--- src/rtl/sv39ptw_pkg.sv ---
// Shared types and constants for the Sv39 page-table walker.
// No dependencies; used by the controller, datapath, top level and checker.
`timescale 1ns / 1ps
`default_nettype none

package sv39ptw_pkg;

  // Default number of local page-table pages
  localparam int TablePagesDef = 8;
  // Entries per table page and index width per level
  localparam int EntriesPerPage = 512;
  localparam int LevelIdxW      = 9;
  localparam int PpnW           = 44;
  localparam int OffsetW        = 12;
  localparam int VaW            = 39;
  localparam int EntryIdxW      = 12;
  localparam int PteW           = 64;
  localparam int RootW          = 3;

  // PTE bit positions
  localparam int PteValidBit = 0;
  localparam int PteUserBit  = 4;
  localparam int PtePpnLsb   = 10;

  // Result status codes
  typedef enum logic [2:0] {
    ST_OK           = 3'd0,
    ST_TOO_LARGE    = 3'd1,
    ST_MID_INVALID  = 3'd2,
    ST_LEAF_INVALID = 3'd3,
    ST_NOT_USER     = 3'd4,
    ST_OUTSIDE      = 3'd5
  } status_e;

  // Input command codes
  typedef enum logic {
    CMD_WRITE     = 1'b0,
    CMD_TRANSLATE = 1'b1
  } command_e;

  // Controller states
  typedef enum logic [2:0] {
    S_CLEAR,
    S_IDLE,
    S_L2,
    S_L1,
    S_L0
  } state_e;

  // Read address source for the table store
  typedef enum logic [1:0] {
    SEL_ROOT,
    SEL_MID,
    SEL_LEAF
  } lvl_sel_e;

  // Controller to datapath commands
  typedef struct packed {
    logic     clr_en;
    logic     wr_en;
    logic     rd_en;
    lvl_sel_e rd_sel;
    logic     va_load;
    logic     res_load;
    logic     res_pass_ppn;
    logic     res_zero_off;
    status_e  res_status;
  } wk_cmd_t;

  // Datapath to controller status
  typedef struct packed {
    logic clr_last;
    logic va_big;
    logic root_out;
    logic pte_valid;
    logic pte_out;
    logic user_fail;
  } wk_sts_t;

endpackage

`default_nettype wire

--- src/rtl/sv39ptw_ctrl.sv ---
// Walk controller: clearing pass, command decode and level sequencing.
// Depends on sv39ptw_pkg; drives the datapath through wk_cmd_t.
`timescale 1ns / 1ps
`default_nettype none

module sv39ptw_ctrl (
  input  wire logic                 clk_i,
  input  wire logic                 rst_ni,
  input  wire logic                 start_i,
  input  wire logic                 command_i,
  input  wire sv39ptw_pkg::wk_sts_t sts_i,
  output sv39ptw_pkg::wk_cmd_t      cmd_o,
  output logic                      busy_o
);

  sv39ptw_pkg::state_e state_q, state_d;

  // State register
  always_ff @(posedge clk_i or negedge rst_ni) begin
    if (!rst_ni) begin
      state_q <= sv39ptw_pkg::S_CLEAR;
    end else begin
      state_q <= state_d;
    end
  end

  // Next state and commands
  always_comb begin
    state_d           = state_q;
    cmd_o             = '0;
    cmd_o.rd_sel      = sv39ptw_pkg::SEL_ROOT;
    cmd_o.res_status  = sv39ptw_pkg::ST_OK;
    case (state_q)
      sv39ptw_pkg::S_CLEAR: begin
        cmd_o.clr_en = 1'b1;
        if (sts_i.clr_last) state_d = sv39ptw_pkg::S_IDLE;
      end
      sv39ptw_pkg::S_IDLE: begin
        if (start_i) begin
          if (command_i == sv39ptw_pkg::CMD_WRITE) begin
            cmd_o.wr_en        = 1'b1;
            cmd_o.res_load     = 1'b1;
            cmd_o.res_zero_off = 1'b1;
          end else begin
            cmd_o.va_load = 1'b1;
            if (sts_i.va_big) begin
              cmd_o.res_load   = 1'b1;
              cmd_o.res_status = sv39ptw_pkg::ST_TOO_LARGE;
            end else if (sts_i.root_out) begin
              cmd_o.res_load   = 1'b1;
              cmd_o.res_status = sv39ptw_pkg::ST_OUTSIDE;
            end else begin
              // root entry read issued at the accepting edge
              cmd_o.rd_en  = 1'b1;
              cmd_o.rd_sel = sv39ptw_pkg::SEL_ROOT;
              state_d      = sv39ptw_pkg::S_L2;
            end
          end
        end
      end
      sv39ptw_pkg::S_L2, sv39ptw_pkg::S_L1: begin
        if (!sts_i.pte_valid) begin
          cmd_o.res_load   = 1'b1;
          cmd_o.res_status = sv39ptw_pkg::ST_MID_INVALID;
          state_d          = sv39ptw_pkg::S_IDLE;
        end else if (sts_i.pte_out) begin
          cmd_o.res_load   = 1'b1;
          cmd_o.res_status = sv39ptw_pkg::ST_OUTSIDE;
          state_d          = sv39ptw_pkg::S_IDLE;
        end else begin
          cmd_o.rd_en = 1'b1;
          if (state_q == sv39ptw_pkg::S_L2) begin
            cmd_o.rd_sel = sv39ptw_pkg::SEL_MID;
            state_d      = sv39ptw_pkg::S_L1;
          end else begin
            cmd_o.rd_sel = sv39ptw_pkg::SEL_LEAF;
            state_d      = sv39ptw_pkg::S_L0;
          end
        end
      end
      sv39ptw_pkg::S_L0: begin
        cmd_o.res_load = 1'b1;
        state_d        = sv39ptw_pkg::S_IDLE;
        if (!sts_i.pte_valid) begin
          cmd_o.res_status = sv39ptw_pkg::ST_LEAF_INVALID;
        end else if (sts_i.user_fail) begin
          cmd_o.res_status = sv39ptw_pkg::ST_NOT_USER;
        end else begin
          cmd_o.res_pass_ppn = 1'b1;
        end
      end
      default: begin
        state_d = sv39ptw_pkg::S_IDLE;
      end
    endcase
  end

  assign busy_o = (state_q != sv39ptw_pkg::S_IDLE);

endmodule

`default_nettype wire

--- config.mk ---
export PLATFORM = sky130hd
export DESIGN_NAME = sv39ptw_ctrl
export DESIGN_NICKNAME = d
export VERILOG_FILES = /design/src/rtl/sv39ptw_pkg.sv /design/src/rtl/sv39ptw_ctrl.sv
export SDC_FILE = /design/constraint.sdc
export NUM_CORES = 1
export LEC_CHECK = 0
export BUFFER_PORTS_ARGS = -buffer_cell sky130_fd_sc_hd__clkbuf_2
export CORE_AREA = 4 4 41 43
export DETAILED_ROUTE_END_ITERATION = 16
export DIE_AREA = 0 0 45 47
export GPL_TIMING_DRIVEN = 0
export SETUP_SLACK_MARGIN = 0.15
export SLEW_MARGIN = 10
export SYNTH_ARGS = -nofsm -noshare
export SYNTH_HDL_FRONTEND = slang
export SYNTH_SLANG_ARGS = --single-unit
--- constraint.sdc ---
create_clock -name clk_i -period 1 [get_ports clk_i]
set_input_delay 0.1 -clock clk_i [delete_from_list [all_inputs] [get_ports clk_i]]
set_output_delay 0.1 -clock clk_i [all_outputs]
set_load 0.02 [all_outputs]
# Yosys cells after proc, flatten, opt, wreduce, memory -nomap -nowiden
# Index checks and enable logic that the tools add are counted.
# totals
ff_bits	3
out_inout_bits	13
# classes
eq_ne	10
n_mux	40
n_reduce_logical	3
# ops
operator	count
2-to-1 mux 3 bit	19
one-hot mux 3 bit (3 select lines)	2
2-to-1 mux 1 bit	13
!= test 2 bit, second input constant	5
2-to-1 mux 4 bit	2
== test 3 x 2 -> 1 bit, second input constant	2
2-to-1 mux 6 bit	1
one-hot mux 3 bit (2 select lines)	1
AND reduction 5 bit	1
== test 3 x 1 -> 1 bit, second input constant	1
== test 3 bit, second input constant	1
zero test 3 bit	1
!= test 3 x 1 -> 1 bit, second input constant	1
one-hot mux 1 bit (3 select lines)	1
2-to-1 mux 2 bit	1
OR reduction 2 bit	1

# Depth between registers and ports, before layout
# Gate-level depths: netlist (run 1).
# depth
ltp_word	5
ltp_mapped	4
depth_no_buf	3

# Worst setup path before layout (run 1)
# Ideal clock, no wire load.
# synth_timing
kind	register to output
startpoint	register state_q[2]
endpoint	output cmd_o[2] (netlist name)
arrival_time_ns	1.278
t_required_ns	0.900
slack_ns	-0.378
stages_incl_launch_ff	4
path_buffers	0
path_cell_list	dfrtp_1 nand2b_1 nor2_1 a32o_1
# synth_rtl
element	line_no	text
start, declared	sv39ptw_ctrl.sv:16	sv39ptw_pkg::state_e state_q, state_d;
start signal, assigned	sv39ptw_ctrl.sv:21	state_q <= sv39ptw_pkg::S_CLEAR;
start signal, assigned	sv39ptw_ctrl.sv:23	state_q <= state_d;
end, declared	sv39ptw_ctrl.sv:12	output sv39ptw_pkg::wk_cmd_t cmd_o,

==> results by group, run 1 <==
Timing
  – Pin slew with the least headroom to its limit: 354.5 ps
  – Fin Clk Skew: 4.967 ps
  – Slew Viols, Final: 0
  – Max-slew headroom at the worst pin: ~76%
  – RSZ-0062 raised after global routing: true
  – Post-layout minimum cycle time: 1655 ps
  – # setup viols final: 16
  – F_max: 604.4 MHz
  – Crit share post-route: 165.5%
  – Worst setup margin: -654.6 ps
  – Final hold violations: 0

Logic synthesis
  – FFs w/ async S/R, synth: 100.0%
  – Top cells by count, synth: nor2_1 (5), nand2b_1 (4), nand3b_1 (4), nor2b_1 (4)
  – Ys Warns: 0
  – Synth Register Bits: 3
  – Most frequent cell after synthesis: nor2_1
  – Cell taking the most area after synthesis: dfrtp_1
  – Library cells used by synthesis: 25
  – Area fraction of the dominant cell type after synthesis: 20.55%
  – Synthesized instance count: 49
  – Post-synth top flop: dfrtp_1
  – Number of flops mapped to enable cells by yosys: 0
  – Synthesized cell area: 365.4 um^2
  – Register area share after synthesis: 20.55%
  – Top cells by area, synth: dfrtp_1 (21%), nand3b_1 (8.2%), nand2b_1 (6.8%), nor2b_1 (6.8%), buf_4 (6.2%)
  – Synth Area per Inst: between 7 and 8 um^2
  – Syn_nets: 59

Clock tree
  – CTS H-tree depth: 1
  – Clock Latency Late Sink: approximately 230 ps
  – Root Buffer: clkbuf_4
  – Clock transition at path regs: 40 ps
  – Max clock buf depth: 2
  – CTS tree: yes
  – Total CTS buffers: 3
  – CTS Sinks: 3

Die
  – Site Rows: 13
  – Core area: 0.001301 mm^2
  – Initial core utilization: 28.08%
  – Die height: 47 um
  – Number of I/O pins: 23
  – Die width: around 45 um
  – Die ar.: 0.002115 mm^2

Placement
  – Port Buf Inserts: 22
  – GP Congestion: 0.6870
  – Post-Place Cells: between 80 and 90
  – Post-detail-place hpwl: ~910 um

Global route
  – Grt ovf: 0
  – Number of global-route vias before repair: 557
  – First-pass GRT wire length: between 2000 and 2500 um
  – Tot GR Track Use: between 10% and 20%
  – Largest net degree at the start of global routing: 11
  – Antenna violations before repair: 0

Cells and area
  – # nets final: 107
  – Fraction of final layout cells sized beyond drive strength 1: 76.04%
  – Largest registers: state_q: 3 flops
  – Area delta synth->final: 174.7%
  – Largest register FFs: 3
  – Fin cells: 111
  – Reg with most FFs: state_q
  – Inserted Diodes: 0

Drt
  – DR pass1 iterations: 4
  – ANT nets after route: 0
  – Routed Wire Length: 1841 um
  – # DRC: 0
  – Wirelength per Cell: 16.59 um
  – Vias: 577
  – DR iter-0 viols: 7
  – Vias per std cell: 5.198

Setup path
  – Worst setup EP type: output pin
  – Crit path max fanout: 4
  – Critical Path RT: 900 ps
  – WS Path Type: register to output pin
  – Crit path launch type: register
  – CP arrival: 1550 ps

Run status
  – Outcome: complete, but fails checks
  – Failing checks: negative setup slack

Power
  – Total power: between 0.6 and 0.7 mW
  – Leakage power: 0.4445 nW
  – Worst VDD drop: about 0.7 mV
  – Pwr Density: 696.8 mW/mm^2

Flow run
  – Max-cap violations: 0

Worst hold path
  – Worst hold path type: primary input to asynchronous set/reset pin
==> worst paths after layout <==
path                       slack, ps         end  depth (start not counted)       start
max reg2reg                     -270  state_q[0]                          4  state_q[1]
min reg2reg                      730  state_q[2]                          2  state_q[1]
min in group clk_i               210  state_q[1]                          3     start_i
max                             -650    cmd_o[0]                          4  state_q[1]
min                              210  state_q[1]                          2      rst_ni
max in group asynchronous        670  state_q[2]                          2      rst_ni
==> power breakdown <==
part	total [mW]	internal [mW]	leakage (nW)	switching, mW
registers	0.133	0.127	0.0355	0.00646
clock network	0.214	0.150	0.0150	0.0645
logic	0.352	0.182	0.394	0.170
total	0.699	0.458	0.445	0.241
==> layout make-up <==
cell class                 instances  area, um^2
inverter                           1       3.754
clock buffer                       4       26.28
buffer                             5       56.30
multi-input combinational         40       410.4
sequential                         3       76.32
fill                              91       297.8
timing repair buffer              43       411.6
tap                               15       18.77
==> per-layer routing <==
layer  global-route usage, %  part of all wire [%]  vias to the layer above
li1                        -                     -                      278
met1                   18.49                    39                      281
met2                   29.38                    55                       14
met3                       0                   4.3                        4
met4                   10.53                   2.1                        0
met5                       0                     0                        -
==> cells in the final DEF (no fill, tap or decap), types with 2 or more instances in the layout <==
cell	synthesis	layout
clkbuf_4	0	3
nor2_4	0	4
buf_4	3	13
buf_8	0	8
nand3b_1	4	4
nand2b_4	0	4
clkbuf_2	0	11
clkbuf_8	0	3
buf_6	0	11
and3_4	0	2
nor2b_4	0	2
dfrtp_1	3	2
==> cells by family after synthesis <==
kind of cell	after synthesis	synth area share (%)
flip-flops	3	20.55
AO/OA/AOI/OAI	11	21.58
buffers and inverters	6	9.930
XOR/XNOR	1	2.398
AND/OR/NAND/NOR	28	45.55
==> critical path, stage by stage, from the launching register on <==
cell and delay (ps):
dfrtp_1 400, nand3b_1 260, o311ai_2 290, o311a_1 220, clkbuf_8 140
==> per-stage QoR <==
step	util (%)	hold slack [ps]	setup WS, ps	cell area [um^2]	TNS, ps
final	77.12	205.5	-654.6	1003	-7235
after global routing	77.12	216.2	-688.6	1003	-7983
after CTS	67.79	185.0	-552.4	882.1	-5908
after detailed placement	45.87	-103.2	-365.0	596.8	-2571
after global placement	45.87	-104.8	-365.8	596.8	-2482
after floorplan	-	-195.6	-248.6	467.9	-1145
==> what timing repair did <==
item | CTS | global route
setup buffers | 13 | 7
endpoints found under the setup margin | 16 | 16
pin swaps | 7 | 3
gates resized for setup | 33 | 22
hold endpoints to repair | 3 | 0
hold buffers | 1 | 0
(Power assumes the default switching activity.)
==> run 2: changes to the inputs <==
BUFFER_PORTS_ARGS = not set   (was -buffer_cell sky130_fd_sc_hd__clkbuf_2)
DONT_BUFFER_PORTS = 1   (was not set)
==> run 2 against run 1 <==
The run still ends with negative setup slack left; design area is 32% lower; largest power group unchanged; utilization down 25 points; wire length is 34% lower; highest routed layer is now met3.
==> results by group, run 2 (same netlist as run 1, synthesis figures left out) <==
Setup path
  – Critical path depth: 4 (unchanged)
  – Worst r2r path cells: 7 (was 4)
  – Cell Chain, Critical Path: nand3b_1 -> buf_4 -> nor2_4 -> a32o_2 (was nand3b_1 -> o311ai_2 -> o311a_1 -> clkbuf_8)
  – Crit path launch type: register (unchanged)
  – Worst setup EP type: output pin (unchanged)
  – CP max stage cell: dfrtp_1 (unchanged)
  – Reg-to-reg critical path startpoint: state_q[0] (was state_q[1])
  – Worst R2R End: state_q[1] (was state_q[0])
  – WS Path Type: register to output pin (unchanged)
  – CP Launch Point: state_q[1] (unchanged)
  – CP arrival: 1490 ps (was 1550 ps)
  – Critical Path RT: 900 ps (about the same)
  – CP peak stage delay: 380 ps (was 400 ps)
  – R2R setup slack: -390 ps (was -270 ps)
  – Worst path top cell family by delay: simple AND/OR/NAND/NOR gates (was compound AO/OA/AOI/OAI gates)
  – Worst setup endpoint: cmd_o[2] (was cmd_o[0])
  – CP Buf/Inv Count: 1 (unchanged)
  – Crit path max fanout: 4 (unchanged)

Global route
  – Grt ovf: 0 (unchanged)
  – Tot GR Track Use: 12.03% (was 16.06%)
  – Largest net degree at the start of global routing: 11 (unchanged)
  – First-pass GRT wire length: 1745 um (was 2456 um)
  – Number of global-route vias before repair: 397 (was 557)
  – Antenna violations before repair: 0 (unchanged)

Run status
  – Outcome: complete, but fails checks (unchanged)
  – Failing checks: negative setup slack (unchanged)

Power
  – Int Pwr: 0.3943 mW (was 0.4581 mW)
  – Leakage power: 0.2660 nW (was 0.4445 nW)
  – Combinational power share: 41.9% (was 50.3%)
  – Pwr Density: 878.2 mW/mm^2 (was 696.8 mW/mm^2)
  – Total power: 0.6011 mW (was 0.6992 mW)
  – Worst VDD drop: 0.5847 mV (was 0.7052 mV)
  – Psw: 0.2067 mW (was 0.2412 mW)
  – Clock share of power: 36.3% (was 30.6%)
  – Sequential power share: 21.8% (was 19.0%)
  – Switching part of the total: 34.39% (was 34.49%)

Clock tree
  – Clock Latency Late Sink: 240 ps (was 230 ps)
  – CTS Sinks: 3 (unchanged)
  – CTS tree: yes (unchanged)
  – Clock transition at path regs: 40 ps (about the same)
  – Total CTS buffers: 3 (unchanged)
  – Max clock buf depth: 2 (unchanged)
  – CTS H-tree depth: 1 (unchanged)
  – Root Buffer: clkbuf_4 (unchanged)

Placement
  – Post-detail-place hpwl: 822.9 um (was 905.4 um)
  – GP Congestion: 0.6474 (was 0.6870)
  – Port Buf Inserts: 0 (was 22)
  – Dpl cell area: 486.7 um^2 (was 596.8 um^2)

Cells and area
  – Storage cell area: 76.32 um^2 (unchanged)
  – Largest registers: state_q: 3 flops (unchanged)
  – Largest register FFs: 3 (unchanged)
  – Fillers: 131 (was 91)
  – Layout Utilization: 52.60% (was 77.12%)
  – # nets final: 74 (was 107)
  – Inserted Diodes: 0 (unchanged)
  – Multi-input logic area: 414.1 um^2 (was 410.4 um^2)
  – Fraction of final layout cells sized beyond drive strength 1: 61.90% (was 76.04%)
  – Reg with most FFs: state_q (unchanged)
  – Fin area: 684.4 um^2 (was 0.001003 mm^2)
  – Area delta synth->final: 87.33% (was 174.7%)
  – Commonest non-fill, non-tap cells in the layout: buf_6 (6), buf_4 (6), nand3b_1 (4), clkbuf_4 (4) (was buf_4 (13), buf_6 (11), clkbuf_2 (11))

Die
  – Site Rows: 13 (unchanged)
  – Initial core utilization: 28.08% (unchanged)
  – Die ar.: 0.002115 mm^2 (unchanged)
  – Die width: 45 um (unchanged)
  – Core area: 0.001301 mm^2 (unchanged)
  – Die height: 47 um (unchanged)
  – Number of I/O pins: 23 (unchanged)

Timing
  – Slew Viols, Final: 0 (unchanged)
  – Fin Clk Skew: 2.391 ps (was 4.967 ps)
  – # setup viols final: 16 (unchanged)
  – Final hold violations: 0 (unchanged)
  – Pin slew with the least headroom to its limit: 375.0 ps (was 354.5 ps)
  – Crit share post-route: 159.4% (was 165.5%)
  – RSZ-0062 raised after global routing: true (unchanged)
  – Worst setup margin: -593.6 ps (was -654.6 ps)
  – F_max: 627.5 MHz (was 604.4 MHz)
  – Post-layout minimum cycle time: 1594 ps (was 1655 ps)
  – Max-slew headroom at the worst pin: 75.00% (was 76.28%)

Drt
  – # DRC: 0 (unchanged)
  – Wirelength per Cell: 15.55 um (was 16.59 um)
  – Vias per std cell: 5.385 (was 5.198)
  – DR pass1 iterations: 2 (was 4)
  – DR iter-0 viols: 3 (was 7)
  – Vias: 420 (was 577)
  – Routed Wire Length: 1213 um (was 1841 um)
  – ANT nets after route: 0 (unchanged)

Worst hold path
  – Worst hold path type: primary input to register (was primary input to asynchronous set/reset pin)

Flow run
  – Max-cap violations: 0 (unchanged)
[run 2: how the worst min path moves through the flow]
stage	from	endpoint	slack [ps]	depth (start not counted)
finish	start_i	state_q[1]	60	2
global route	start_i	state_q[1]	60	2
CTS	start_i	state_q[1]	50	2
detailed placement	rst_ni	state_q[2]	-200	0
global placement	rst_ni	state_q[2]	-200	0
floorplan	rst_ni	state_q[0]	-200	0
[run 2: what timing repair did]
action / CTS / global route
setup endpoints to repair: 16 / 16
hold buffers: 1 / 0
buffers inserted: 6 / 3
pin swaps: 3 / 6
hold endpoints to repair: 3 / 0
gates resized for setup: 13 / 7
[run 2: final cells by class]
cell class                 instances  area share, %
clock buffer                       4          3.839
buffer                             5          6.581
timing repair buffer              10          14.63
inverter                           1         0.5484
sequential                         3          11.15
tap                               15          2.742
multi-input combinational         40          60.51
[run 2: power groups by stage]
stage          registers (mW)  logic, mW  clock network [mW]
2_1_floorplan           0.132      0.156                   0
3_3_place_gp            0.133      0.172                   0
3_5_place_dp            0.133      0.172                   0
4_1_cts                 0.131      0.218               0.231
5_1_grt                 0.131      0.268               0.251
6_report                0.131      0.252               0.218
[run 2: layer usage]
layer,vias to the layer above,GRT usage [%],part of all wire [%]
met5,-,0,0
met1,207,12.81,39
met4,0,8.772,0
met3,0,3.065,3.5
li1,207,-,-
met2,6,20.62,57
[run 2: through the flow]
| step | worst slack [ps] | std cells | hold WS (ps) | TNS [ps] |
|---|---|---|---|---|
| global route | -667.8 | 78 | 55.14 | -7341 |
| detailed placement | -322.4 | 64 | -195.5 | -1928 |
| finish | -593.6 | 78 | 59.52 | -6248 |
| CTS | -582.9 | 75 | 48.39 | -5689 |
| global placement | -321.4 | 64 | -195.5 | -1825 |
| floorplan | -248.6 | 49 | -195.6 | -1145 |
